## src/rtl/hsm_pkg.sv

```systemverilog
// Shared constants, types and helper functions for the heightmap slope mask.
// Used by every module of the block; depends on nothing else.
`timescale 1ns / 1ps
`default_nettype none

package hsm_pkg;

	// Raster geometry.
	localparam int ROW_MAX   = 4096;
	localparam int COL_W     = $clog2(ROW_MAX);
	localparam int CNT_W     = COL_W + 1;
	localparam int ROW_LIMIT = 4096;

	// Sample and register widths.
	localparam int SAMPLE_W = 16;
	localparam int FIX_W    = 16;
	localparam int IDX_W    = 3;

	// Register indexes of the configuration port.
	localparam logic [IDX_W-1:0] REG_ROW_LENGTH   = 3'd0;
	localparam logic [IDX_W-1:0] REG_ROW_COUNT    = 3'd1;
	localparam logic [IDX_W-1:0] REG_SPACING_X    = 3'd2;
	localparam logic [IDX_W-1:0] REG_SPACING_Z    = 3'd3;
	localparam logic [IDX_W-1:0] REG_HEIGHT_SCALE = 3'd4;

	// Gradient divider: Q.12 quotient, saturated at 2^28.
	localparam int GRAD_FRAC  = 12;
	localparam int GRAD_STEPS = 28;
	localparam int SAT_SHIFT  = GRAD_STEPS - GRAD_FRAC;
	localparam int G_W        = GRAD_STEPS + 1;
	localparam int GRAD_LAT   = GRAD_STEPS + 3;

	// Reciprocal square root: 2^56 / S, then an integer square root.
	localparam int SQ_W        = 2 * G_W;
	localparam int SUM_W       = SQ_W;
	localparam int RECIP_STEPS = 33;
	localparam int RECIP_SHIFT = 56;
	localparam int SQRT_STEPS  = 17;
	localparam int RSQRT_LAT   = RECIP_STEPS + SQRT_STEPS + 3;

	// Stages between the line buffer output and the final result.
	localparam int PIPE_LAT = GRAD_LAT + RSQRT_LAT;

	// Per-pixel control decided when the sample is accepted.
	typedef struct packed {
		logic emit;
		logic drain;
		logic has_left;
		logic has_right;
		logic has_top;
		logic row_end;
		logic frame_end;
	} pix_ctrl_t;

	// Flags that ride alongside a result.
	typedef struct packed {
		logic row_end;
		logic frame_end;
	} out_tag_t;

	// Difference magnitudes and span flags handed to the gradient units.
	typedef struct packed {
		logic [SAMPLE_W-1:0] dh;
		logic                h2;
		logic [SAMPLE_W-1:0] dv;
		logic                v2;
	} grad_in_t;

	// Magnitude of the difference of two signed samples.
	function automatic logic [SAMPLE_W-1:0] abs_diff(
		input logic [SAMPLE_W-1:0] a,
		input logic [SAMPLE_W-1:0] b
	);
		logic [SAMPLE_W:0] d;
		d = {a[SAMPLE_W-1], a} - {b[SAMPLE_W-1], b};
		if (d[SAMPLE_W]) begin
			abs_diff = SAMPLE_W'(~d + 1'b1);
		end else begin
			abs_diff = d[SAMPLE_W-1:0];
		end
	endfunction

endpackage

`default_nettype wire

```

## src/rtl/hsm_grad.sv

```systemverilog
// One axis of the gradient: scale multiply, then a pipelined restoring divider.
// Depends on hsm_pkg.
`timescale 1ns / 1ps
`default_nettype none

module hsm_grad (
	input  wire logic                         clk,
	input  wire logic                         en,
	input  wire logic [hsm_pkg::SAMPLE_W-1:0] diff,
	input  wire logic                         span2,
	input  wire logic [hsm_pkg::FIX_W-1:0]    spacing,
	input  wire logic [hsm_pkg::FIX_W-1:0]    scale_mag,
	output logic      [hsm_pkg::G_W-1:0]      g
);
	import hsm_pkg::*;

	localparam int PROD_W = SAMPLE_W + FIX_W;
	localparam int DEN_W  = FIX_W + 1;

	logic [FIX_W-1:0]      spacing_nz;
	logic [PROD_W-1:0]     prod_g1;
	logic [DEN_W-1:0]      den_g1;

	logic [DEN_W-1:0]      rem_q [0:GRAD_STEPS];
	logic [GRAD_STEPS-1:0] num_q [0:GRAD_STEPS];
	logic [GRAD_STEPS-1:0] quo_q [0:GRAD_STEPS];
	logic [DEN_W-1:0]      den_q [0:GRAD_STEPS];
	logic                  sat_q [0:GRAD_STEPS];

	logic [DEN_W-1:0]      nrem [0:GRAD_STEPS-1];
	logic                  nbit [0:GRAD_STEPS-1];
	logic [DEN_W:0]        trial [0:GRAD_STEPS-1];

	assign spacing_nz = (spacing == '0) ? FIX_W'(1) : spacing;

	// One quotient bit per stage.
	always_comb begin
		for (int k = 0; k < GRAD_STEPS; k++) begin
			trial[k] = {rem_q[k], num_q[k][GRAD_STEPS-1]};
			if (trial[k] >= {1'b0, den_q[k]}) begin
				nbit[k] = 1'b1;
				nrem[k] = DEN_W'(trial[k] - {1'b0, den_q[k]});
			end else begin
				nbit[k] = 1'b0;
				nrem[k] = trial[k][DEN_W-1:0];
			end
		end
	end

	always_ff @(posedge clk) begin
		if (en) begin
			// Product and divisor.
			prod_g1 <= PROD_W'(diff) * PROD_W'(scale_mag);
			den_g1  <= span2 ? {spacing_nz, 1'b0} : {1'b0, spacing_nz};

			// Overflow check and divider set-up.
			sat_q[0] <= {1'b0, prod_g1} >= {den_g1, {SAT_SHIFT{1'b0}}};
			rem_q[0] <= DEN_W'(prod_g1[PROD_W-1:SAT_SHIFT]);
			num_q[0] <= {prod_g1[SAT_SHIFT-1:0], {GRAD_FRAC{1'b0}}};
			quo_q[0] <= '0;
			den_q[0] <= den_g1;

			for (int k = 0; k < GRAD_STEPS; k++) begin
				rem_q[k+1] <= nrem[k];
				num_q[k+1] <= num_q[k] << 1;
				quo_q[k+1] <= {quo_q[k][GRAD_STEPS-2:0], nbit[k]};
				den_q[k+1] <= den_q[k];
				sat_q[k+1] <= sat_q[k];
			end

			// Saturate at 2^28.
			g <= sat_q[GRAD_STEPS] ? {1'b1, {GRAD_STEPS{1'b0}}}
				: {1'b0, quo_q[GRAD_STEPS]};
		end
	end

endmodule

`default_nettype wire

```

## config.mk

```make
export PLATFORM = sky130hd
export DESIGN_NAME = hsm_grad
export DESIGN_NICKNAME = d
export VERILOG_FILES = /design/src/rtl/hsm_pkg.sv /design/src/rtl/hsm_grad.sv
export SDC_FILE = /design/constraint.sdc
export NUM_CORES = 2
export LEC_CHECK = 0
export BUFFER_PORTS_ARGS = -buffer_cell sky130_fd_sc_hd__clkbuf_2
export CORE_ASPECT_RATIO = 0.9
export CORE_MARGIN = 4
export CORE_UTILIZATION = 42
export DETAILED_ROUTE_END_ITERATION = 8
export GPL_ROUTABILITY_DRIVEN = 0
export HOLD_SLACK_MARGIN = 0.05
export PLACE_DENSITY = 0.61
export SKIP_LAST_GASP = 1
export SYNTH_ARGS = -nofsm -noshare
export SYNTH_HDL_FRONTEND = slang
export SYNTH_SLANG_ARGS = --single-unit
```

## constraint.sdc

```tcl
create_clock -name clk -period 15.2 [get_ports clk]
set_input_delay 1.52 -clock clk [delete_from_list [all_inputs] [get_ports clk]]
set_output_delay 1.52 -clock clk [all_outputs]
set_load 0.02 [all_outputs]
```

==> flow_metrics.env <==
export IMPL_end_kind="flip-flop"
export IMPL_finalPower_mw=20.3
export IMPL_status="finished clean"
export IMPL_reg2reg_to="rem_q[1][181]"
export IMPL_seq_area_frac_synth_pct=56.3
export IMPL_hold_path_startpoint="quo_q[1][39]"
export IMPL_p_sw_share_pct=36.4
export IMPL_synthCells=6753
export IMPL_core_area_sq_um=201000
export IMPL_synth_edf_count=1600
export IMPL_cp_slowest_stage_delay_ps=870
export IMPL_hpwl_um=120000
export IMPL_max_cap_viol_count=0
export IMPL_setup_viol=0
export IMPL_synth_common_cells="edfxtp_1, inv_1, ha_1"
export IMPL_vias_per_cell=5.19
export IMPL_fin_skew_ps=76.1
export IMPL_synth_seq_cells=1600
export IMPL_clk_pin_slew_ps=60
export IMPL_synth_nets=7620
export IMPL_min_path_type="reg -> reg"
export IMPL_root_buffer="clkbuf_16"
export IMPL_synth_area_leaders="edfxtp_1, ha_1, fa_1"
export IMPL_worst_pin_slew_ps=1170
export IMPL_pwr_share_seq_pct=34.4
export IMPL_critPathKind="in -> reg"
export IMPL_leakage_nw=38.1
export IMPL_cts_repair_resized=0
export IMPL_irDropWorstVdd_mv=0.184
export IMPL_finalNetCount=7795
export IMPL_start_util_pct=42.4
export IMPL_die_area_sq_um=210000
export IMPL_grt_pass1_vias=50600
export IMPL_critical_path_arrival_ps=8110
export IMPL_grt_max_degree=173
export IMPL_drcViolationCount=0
export IMPL_reg2reg_from="rem_q[1][154]"
export IMPL_cp_top_family="adder cells"
export IMPL_cp_max_fo=16
export IMPL_p_comb_share_pct=45.5
export IMPL_num_fill_cells=17900
export IMPL_io_buffers=79
export IMPL_grt_pass1_wl_um=269000
export IMPL_pin_count=80
export IMPL_wire_per_inst_um=17.0
export IMPL_cts_tree="built"
export IMPL_cp_common_cell="fa_1"
export IMPL_multi_input_area_sq_um=33800
export IMPL_cell_internal_pwr_mw=12.9
export IMPL_cts_sinks=1600
export IMPL_rrSetupSlack_ps=11340
export IMPL_cts_buffers=171
export IMPL_clockBufferDepth=3
export IMPL_rsz0062_at_grt="no"
export IMPL_clk_latency_ps=830
export IMPL_syn2layout_area_growth_pct=10.8
export IMPL_final_util_pct=46.9
export IMPL_die_width_um=483
export IMPL_slew_viol_final=0
export IMPL_clockPowerShare_pct=20.1
export IMPL_netlist_area_leader_share_pct=56.3
export IMPL_dp_slack_ps=6710
export IMPL_fin_ws_ps=7640
export IMPL_yosysMostFrequentCell="edfxtp_1"
export IMPL_antenna_found_initial=0
export IMPL_drive_gt1_share_pct=9.72
export IMPL_routed_wl_um=166000
export IMPL_rows=156
export IMPL_worstHoldPathCells=0
export IMPL_crit_path_start_kind="input pin"
export IMPL_dr_first_iter_drc_count=3279
export IMPL_tns_ps=0
export IMPL_seq_area_sq_um=48000
export IMPL_grt_usage_pct=15.5
export IMPL_min_period_ps=7560
export IMPL_syn_area_sq_um=85300
export IMPL_path_buf_inv=5
export IMPL_overflow=0
export IMPL_async_reset_ff_share_pct=0
export IMPL_r2r_cells=9
export IMPL_ant_nets=0
export IMPL_power_density_nw_per_um2=215
export IMPL_cts_hold_buf=0
export IMPL_timing_critical_path_slowest_stage_cell="a2111oi_0"
export IMPL_yosysWarnings=0
export IMPL_htree_levels=4
export IMPL_max_freq_mhz=132
export IMPL_diodes=0
export IMPL_fin_hold_ws_ps=365
export IMPL_min_period_over_period_pct=49.7
export IMPL_synth_ff_type="edfxtp_1"
export IMPL_hold_viol_final=0
export IMPL_num_vias=50600
export IMPL_chipHeight_um=436
export IMPL_drt_pass1_iter_count=6
export IMPL_postCtsSetupRepairBufs=0
export IMPL_syn_avg_cell_area_sq_um=12.6
export IMPL_synth_top_area_cell="edfxtp_1"
export IMPL_critPathRequiredTime_ps=15760
export IMPL_synth_cell_types=84
export IMPL_max_slew_margin_rel_pct=22.1
export IMPL_netSwitchingPower_mw=7.40
export IMPL_crit_path_cell_trace="clkbuf_2 > and2_1 > fa_1 > inv_1 > fa_1 > fa_1 > inv_1 > fa_1 > fa_1 > inv_1 > fa_1 > inv_1 > ha_1 > or2_2 > a2111oi_0 > nor3_1 > nor3_1 > o2bb2ai_1 > nor3_1 > a311o_1"
export IMPL_min_to="quo_q[1][68]"
power groups by stage:
stage | Combinational [mW] | Sequential (mW) | Clock, mW
floorplan | 7.22 | 6.78 | 0
finish | 9.23 | 6.99 | 4.09
detailed placement | 9.15 | 7.09 | 0
global route | 10.4 | 7.09 | 4.42
global placement | 8.96 | 7.08 | 0
CTS | 9.23 | 7.01 | 4.23
logic make-up after synthesis:
group | synth area share (%)
compound gates | 10.1
xor+xnor | 3.52
fa+ha+maj | 13.9
mux | 4.11
flops | 56.3
buf+inv | 4.18
simple gates | 7.92
area by class of cell:
type	instances	area share [%]
flip-flops and latches	1600	50.8
clock buffers	201	4.71
inverters	826	3.28
repair buffers	118	0.757
clock inverters	109	1.16
multi-input cells	4211	35.7
well taps	2686	3.55
worst register-to-register path, cell delays in order, from the launching register on:
cell and delay (ps):
edfxtp_1 400, ha_1 360, nor2b_1 170, o31a_1 270, or4_1 480, a221oi_2 490, nand2_1 170, a2111oi_4 540
buf_4 360, mux2_2 370
registers in the layout (all words and copies together) (netlist names):
register	count
quo_q	406
prod_g1	32
den_q	476
rem_q	475
sat_q	29
num_q	136
g	29
den_g1	17
layer usage:
layer  GRT usage, %  part of all wire [%]  up-vias
li1               -                     -    24700
met1           20.9                    46    24600
met2           26.0                    48      988
met3           2.65                   4.0      279
met4           4.19                   2.2        0
met5              0                     0        -
per-stage QoR:
| step | area [sq um] | cells |
|---|---|---|
| final | 94500 | 9751 |
| after global routing | 94500 | 9751 |
| after CTS | 94500 | 9751 |
| after detailed placement | 89000 | 9441 |
| after global placement | 89000 | 9441 |
| after floorplan | 85300 | 6753 |
placed cells by master, fill, tap and decap left out, types with 19 or more instances in the layout:
master	synthesis	layout
a211oi_1	38	38
a21o_1	156	156
a21oi_1	395	395
a31oi_1	45	44
and2_1	130	130
and3_1	34	34
buf_4	2	38
clkbuf_1	98	27
clkbuf_16	0	174
clkbuf_2	0	78
clkinv_1	0	43
clkinv_2	0	26
edfxtp_1	1600	1600
fa_1	221	221
ha_1	595	595
inv_1	826	826
mux2_2	266	266
mux2i_1	41	41
nand2_1	425	425
nand2b_1	56	56
nand3_1	63	63
nand4_1	75	75
nor2_1	339	339
nor2b_1	107	107
nor3_1	65	65
nor4_1	19	19
o211ai_1	30	30
o21a_1	109	109
o21ai_0	321	320
o21bai_1	45	45
o31a_1	44	44
o31ai_1	23	23
xnor2_1	208	208
xor2_1	135	135
worst max path at each step:
stage | slack, ps | endpoint | depth (start not counted) | startpoint
finish | 7640 | prod_g1[30] | 20 | diff[6]
global route | 7520 | prod_g1[30] | 20 | diff[6]
CTS | 7640 | prod_g1[30] | 20 | diff[6]
detailed placement | 6710 | prod_g1[30] | 20 | diff[6]
global placement | 6870 | prod_g1[30] | 20 | diff[6]
floorplan | 7980 | prod_g1[30] | 19 | diff[5]
Power figures use the tool's default switching activity.
